==> src/sv/ictf_pkg.sv <==
`timescale 1ns / 1ps

package ictf_pkg;

    localparam int MAX_CALIB    = 64;
    localparam int SEEN_W       = $clog2(MAX_CALIB + 1);
    localparam int CORDIC_STEPS = 20;
    localparam int SQRT_STEPS   = 32;
    localparam int DIV_STEPS    = 56;
    localparam int CNT_W        = $clog2(DIV_STEPS);
    localparam int DEN_W        = 26;
    localparam int CW           = 36;
    localparam int ZW           = 25;
    localparam logic signed [ZW-1:0] DEG90 = 25'sd5898240;

    typedef enum logic [1:0] {
        KIND_CALIB,
        KIND_CALIB_LAST,
        KIND_RUN
    } kind_t;

    typedef enum logic [1:0] {
        REG_CALIB_COUNT  = 2'd0,
        REG_GYRO_DIVISOR = 2'd1,
        REG_BLEND_WEIGHT = 2'd2
    } reg_idx_t;

    typedef enum logic [2:0] {
        S_IDLE,
        S_LOAD,
        S_DIV,
        S_SUM,
        S_BLEND,
        S_FUSE
    } state_t;

    typedef struct packed {
        kind_t              kind;
        logic signed [15:0] accel_x;
        logic signed [15:0] accel_y;
        logic signed [15:0] accel_z;
        logic signed [15:0] rate_x;
        logic signed [15:0] rate_y;
        logic signed [15:0] rate_z;
        logic [31:0]        timestamp_ms;
    } item_t;

    typedef struct packed {
        logic [31:0]        elapsed_ms;
        logic signed [23:0] tilt_x;
        logic signed [23:0] tilt_y;
        logic signed [31:0] gyro_only_x;
        logic signed [31:0] gyro_only_y;
        logic signed [31:0] gyro_only_z;
        logic signed [31:0] fused_x;
        logic signed [31:0] fused_y;
        logic signed [31:0] fused_z;
    } res_t;

    // Q16.16 degrees of atan(2^-i)
    function automatic logic signed [ZW-1:0] atan_q16(input logic [4:0] i);
        logic signed [ZW-1:0] r;
        case (i)
            5'd0:    r = 25'sd2949120;
            5'd1:    r = 25'sd1740967;
            5'd2:    r = 25'sd919879;
            5'd3:    r = 25'sd466945;
            5'd4:    r = 25'sd234379;
            5'd5:    r = 25'sd117304;
            5'd6:    r = 25'sd58666;
            5'd7:    r = 25'sd29335;
            5'd8:    r = 25'sd14668;
            5'd9:    r = 25'sd7334;
            5'd10:   r = 25'sd3667;
            5'd11:   r = 25'sd1833;
            5'd12:   r = 25'sd917;
            5'd13:   r = 25'sd458;
            5'd14:   r = 25'sd229;
            5'd15:   r = 25'sd115;
            5'd16:   r = 25'sd57;
            5'd17:   r = 25'sd29;
            5'd18:   r = 25'sd14;
            5'd19:   r = 25'sd7;
            default: r = '0;
        endcase
        return r;
    endfunction

    function automatic logic signed [31:0] sat32(input logic signed [57:0] v);
        logic signed [31:0] r;
        if (v > 58'sd2147483647)
            r = 32'sh7FFFFFFF;
        else if (v < -58'sd2147483648)
            r = 32'sh80000000;
        else
            r = v[31:0];
        return r;
    endfunction

endpackage

==> src/sv/ictf_front.sv <==
`timescale 1ns / 1ps

module ictf_front import ictf_pkg::*; (
    input  logic       clk,
    input  logic       rst_n,
    input  logic       in_valid,
    output logic       in_ready,
    input  item_t      in_item,
    input  logic [6:0] calib_count,
    output logic       head_valid,
    output item_t      head_item,
    input  logic       head_pop
);

    logic              first_dropped_reg;
    logic              calibrated_reg;
    logic [SEEN_W-1:0] seen_reg;
    item_t             q_mem_reg [2];
    logic              wr_ptr_reg;
    logic              rd_ptr_reg;
    logic [1:0]        count_reg;

    logic              accept;
    logic              push;
    logic              last;
    logic [SEEN_W-1:0] eff;
    logic [SEEN_W-1:0] seen_next;
    item_t             push_item;

    assign in_ready   = (count_reg != 2'd2);
    assign accept     = in_valid && in_ready;
    assign head_valid = (count_reg != 2'd0);
    assign head_item  = q_mem_reg[rd_ptr_reg];

    always_comb
    begin
        if (calib_count == 7'd0)
            eff = SEEN_W'(1);
        else if (calib_count > 7'(MAX_CALIB))
            eff = SEEN_W'(MAX_CALIB);
        else
            eff = SEEN_W'(calib_count);
        seen_next = seen_reg + SEEN_W'(1);
        last      = (seen_next >= eff);
        push      = accept && first_dropped_reg;
        push_item = in_item;
        if (calibrated_reg)
            push_item.kind = KIND_RUN;
        else if (last)
            push_item.kind = KIND_CALIB_LAST;
        else
            push_item.kind = KIND_CALIB;
    end

    always_ff @(posedge clk or negedge rst_n)
    begin
        if (!rst_n)
        begin
            first_dropped_reg <= 1'b0;
            calibrated_reg    <= 1'b0;
            seen_reg          <= '0;
            wr_ptr_reg        <= 1'b0;
            rd_ptr_reg        <= 1'b0;
            count_reg         <= 2'd0;
        end
        else
        begin
            // drop the first beat, then count calibration beats
            if (accept && !first_dropped_reg)
                first_dropped_reg <= 1'b1;
            if (push && !calibrated_reg)
            begin
                seen_reg <= seen_next;
                if (last)
                    calibrated_reg <= 1'b1;
            end
            if (push)
                wr_ptr_reg <= ~wr_ptr_reg;
            if (head_pop)
                rd_ptr_reg <= ~rd_ptr_reg;
            if (push && !head_pop)
                count_reg <= count_reg + 2'd1;
            else if (!push && head_pop)
                count_reg <= count_reg - 2'd1;
        end
    end

    always_ff @(posedge clk)
    begin
        if (push)
            q_mem_reg[wr_ptr_reg] <= push_item;
    end

    a_count_bound: assert property (@(posedge clk) disable iff (!rst_n)
        count_reg != 2'd3)
        else $error("queue count out of range");

    a_no_pop_empty: assert property (@(posedge clk) disable iff (!rst_n)
        head_pop |-> count_reg != 2'd0)
        else $error("pop from empty queue");

    a_calib_done: assert property (@(posedge clk) disable iff (!rst_n)
        (push && push_item.kind == KIND_CALIB_LAST) |=> calibrated_reg)
        else $error("calibration end not recorded");

endmodule

==> config.mk <==
export PLATFORM = sky130hd
export DESIGN_NAME = ictf_front
export DESIGN_NICKNAME = d
export VERILOG_FILES = /design/src/sv/ictf_pkg.sv /design/src/sv/ictf_front.sv
export SDC_FILE = /design/constraint.sdc
export NUM_CORES = 1
export LEC_CHECK = 0
export BUFFER_PORTS_ARGS = -buffer_cell sky130_fd_sc_hd__buf_2
export CORE_ASPECT_RATIO = 0.8
export CORE_MARGIN = 4
export CORE_UTILIZATION = 50
export CTS_BUF_LIST = sky130_fd_sc_hd__clkbuf_8 sky130_fd_sc_hd__clkbuf_16
export DETAILED_ROUTE_END_ITERATION = 10
export PLACE_DENSITY = 0.74
export SETUP_SLACK_MARGIN = 0.2
export SYNTH_ARGS = -nofsm -noshare
export SYNTH_HDL_FRONTEND = slang
export SYNTH_SLANG_ARGS = --single-unit
==> constraint.sdc <==
create_clock -name clk -period 12.44 [get_ports clk]
set_input_delay 1.244 -clock clk [delete_from_list [all_inputs] [get_ports clk]]
set_output_delay 1.244 -clock clk [all_outputs]
set_load 0.1 [all_outputs]
==> flow_summary.toml <==
[place]
routabilityCongestion = 0.811
port_buffers = 270
dp_hpwl_um = 13200

[yosys]
syn_area_sq_mm = 0.0102
ys_seq_area_share_pct = 79.8
yosys_register_bits = 273
synthCells = 487
yosys_warnings = 0
avgSynthCellArea_sq_um = 20.9
syn-num-nets = 637
ys_types = 30

[drt]
drtAntennaViolNets = 0
drtIter0Drc = 368
vias_per_cell = 5.04
dr.pass1.iters = 4
vias = 5346
routed_wl_um = 19700
wl_per_cell_um = 18.6
drcViolationCount = 0

[grt]
grt_pass1_vias = 5658
grt_max_degree = 79
overflow = 0
antenna_found_initial = 3
grt_pass1_wl_um = 30000
grt_usage_pct = 16.5

[worst_setup_path]
crit_chain = "buf_4, mux2_1, buf_2"
critPathMaxFanout = 72
slowest_delay_ps = 1050
endpoint_kind = "primary output"
critPathRequiredTime_ps = 11200
worstSetupPathType = "register to primary output"
cp-start-kind = "register"
cp_slowest_cell = "dfrtp_4"
arrival_ps = 3150

[floorplanning]
start_util_pct = 51.2
coreArea_sq_mm = 0.0199
dieArea_sq_mm = 0.0228
fp-row-count = 46
dieHeight_um = 136
io_pins = 273
dieWidth_um = 168

[clock_network]
clkTransAtPathRegs_ps = 60
cts_tree = "yes"
cts_buffers = 27
cts.htree.levels = 1
clk_path_buf_depth = 3
post-cts-setup-buffer-count = 0
cts_hold_buffers = 0
post_cts_resized = 0
root_buffer = "clkbuf_16"
clk_latency_ps = 510
cts.sinks = 273

[final_layout]
largest_register_ffs = 260
area_delta_synth_final_pct = 23.6
drive_gt1_share_pct = 44.5
nets = 924

[timing]
finalHoldViolCount = 0
tns_ps = 0
timing.final.max_slew_violations = 0
skew_ps = 9.28
setup_viol = 0
fin_crit_ps = 4390
fmax_ghz = 0.228
worst-slew-pin-transition_ps = 1050
rsz0062_at_grt = "no"
relSlewSlack_pct = 30.1
finalCritPeriodShare_pct = 35.3

[status]
outcome = "completed"

[hold_path]
hold_path_class = "register to register"

[run]
maxCapViolations = 0
[stage by stage]
stage | cells | hold slack [ps] | utilization [%] | cell area, sq um | setup WS (ps)
2_1_floorplan | 487 | 460 | - | 10200 | 5030
3_3_place_gp | 1009 | 474 | 59.3 | 11800 | 8570
3_5_place_dp | 1009 | 482 | 59.3 | 11800 | 8520
4_1_cts | 1058 | 494 | 63.3 | 12600 | 7950
5_1_grt | 1060 | 519 | 63.3 | 12600 | 7850
6_report | 1060 | 492 | 63.3 | 12600 | 8050
[kinds of logic after synthesis]
kind of cell,Yosys count,synth area share [%]
adder cells (fa/ha/maj),9,1.10
flip-flops,273,79.8
AND/OR/NAND/NOR,31,1.60
buffers and inverters,19,1.17
XOR/XNOR,16,1.37
multiplexers,131,14.5
AO/OA/AOI/OAI,8,0.491
[critical path, delay by kind of cell (launching register included)]
| kind | cells | cell delay, ps |
|---|---|---|
| buffers and inverters | 2 | 1220 |
| DFF | 1 | 1050 |
| muxes | 1 | 310 |
[final timing paths]
path | from | to | slack [ps] | cells after the start
max | rd_ptr_reg$_DFFE_PN0P_ | head_item[71] | 8050 | 3
min | first_dropped_reg$_DFFE_PN0P_ | first_dropped_reg$_DFFE_PN0P_ | 490 | 1
max reg2reg | count_reg[0]$_DFFE_PN0P_ | q_mem_reg[1][73]$_DFFE_PP_ | 9550 | 5
min reg2reg | first_dropped_reg$_DFFE_PN0P_ | first_dropped_reg$_DFFE_PN0P_ | 490 | 1
max in group asynchronous | rst_n | rd_ptr_reg$_DFFE_PN0P_ | 11570 | 1
min in group asynchronous | rst_n | seen_reg[5]$_DFFE_PN0P_ | 610 | 1
[Yosys cell counts]
cell type | n | area (sq um)
edfxtp_1 | 260 | 7810
mux2_1 | 90 | 1010
mux2_2 | 40 | 450
dfrtp_1 | 13 | 325
nand2_1 | 11 | 41.3
buf_4 | 9 | 67.6
ha_1 | 9 | 113
xor2_1 | 9 | 78.8
nor2_1 | 8 | 30.0
xnor2_1 | 7 | 61.3
buf_2 | 5 | 25.0
inv_1 | 3 | 11.3
a211oi_1 | 2 | 15.0
a21oi_1 | 2 | 10.0
nand3_1 | 2 | 10.0
nor3_1 | 2 | 10.0
o21ai_0 | 2 | 10.0
a21o_1 | 1 | 7.51
and2_1 | 1 | 6.26
and4_1 | 1 | 8.76
and4b_1 | 1 | 10.0
buf_6 | 1 | 11.3
clkbuf_1 | 1 | 3.75
mux2_4 | 1 | 15.0
nand2b_4 | 1 | 13.8
nand3_2 | 1 | 10.0
nor2b_1 | 1 | 6.26
nor3_2 | 1 | 10.0
o21bai_1 | 1 | 7.51
or2_2 | 1 | 6.26
[final cells by class]
cell class	instances	area, sq um
sequential	273	8140
fill	1461	7310
multi-input combinational	195	1950
timing repair buffer	274	1380
clock buffer	28	701
tap	264	330
clock inverter	21	86.3
inverter	3	11.3
antenna	2	5.00
[layout by cell type, fill, tap and decap left out, types with 4 or more instances in the layout]
cell       count
buf_2        270
buf_4          4
clkbuf_16     28
clkinv_1       5
dfrtp_1       12
edfxtp_1     260
ha_1           9
inv_1         16
mux2_1        90
mux2_2        40
nand2_1       11
nor2_1         7
xnor2_1        7
xor2_1         9
[metal layers]
metal	GRT usage, %	wire [um]
met5	0	13
met2	27.9	9590
met4	4.06	399
met3	4.70	1720
met1	21.5	7980
Power is not shown: default switching activity piles up to over one toggle a cycle in this logic, so the estimate is an artifact.
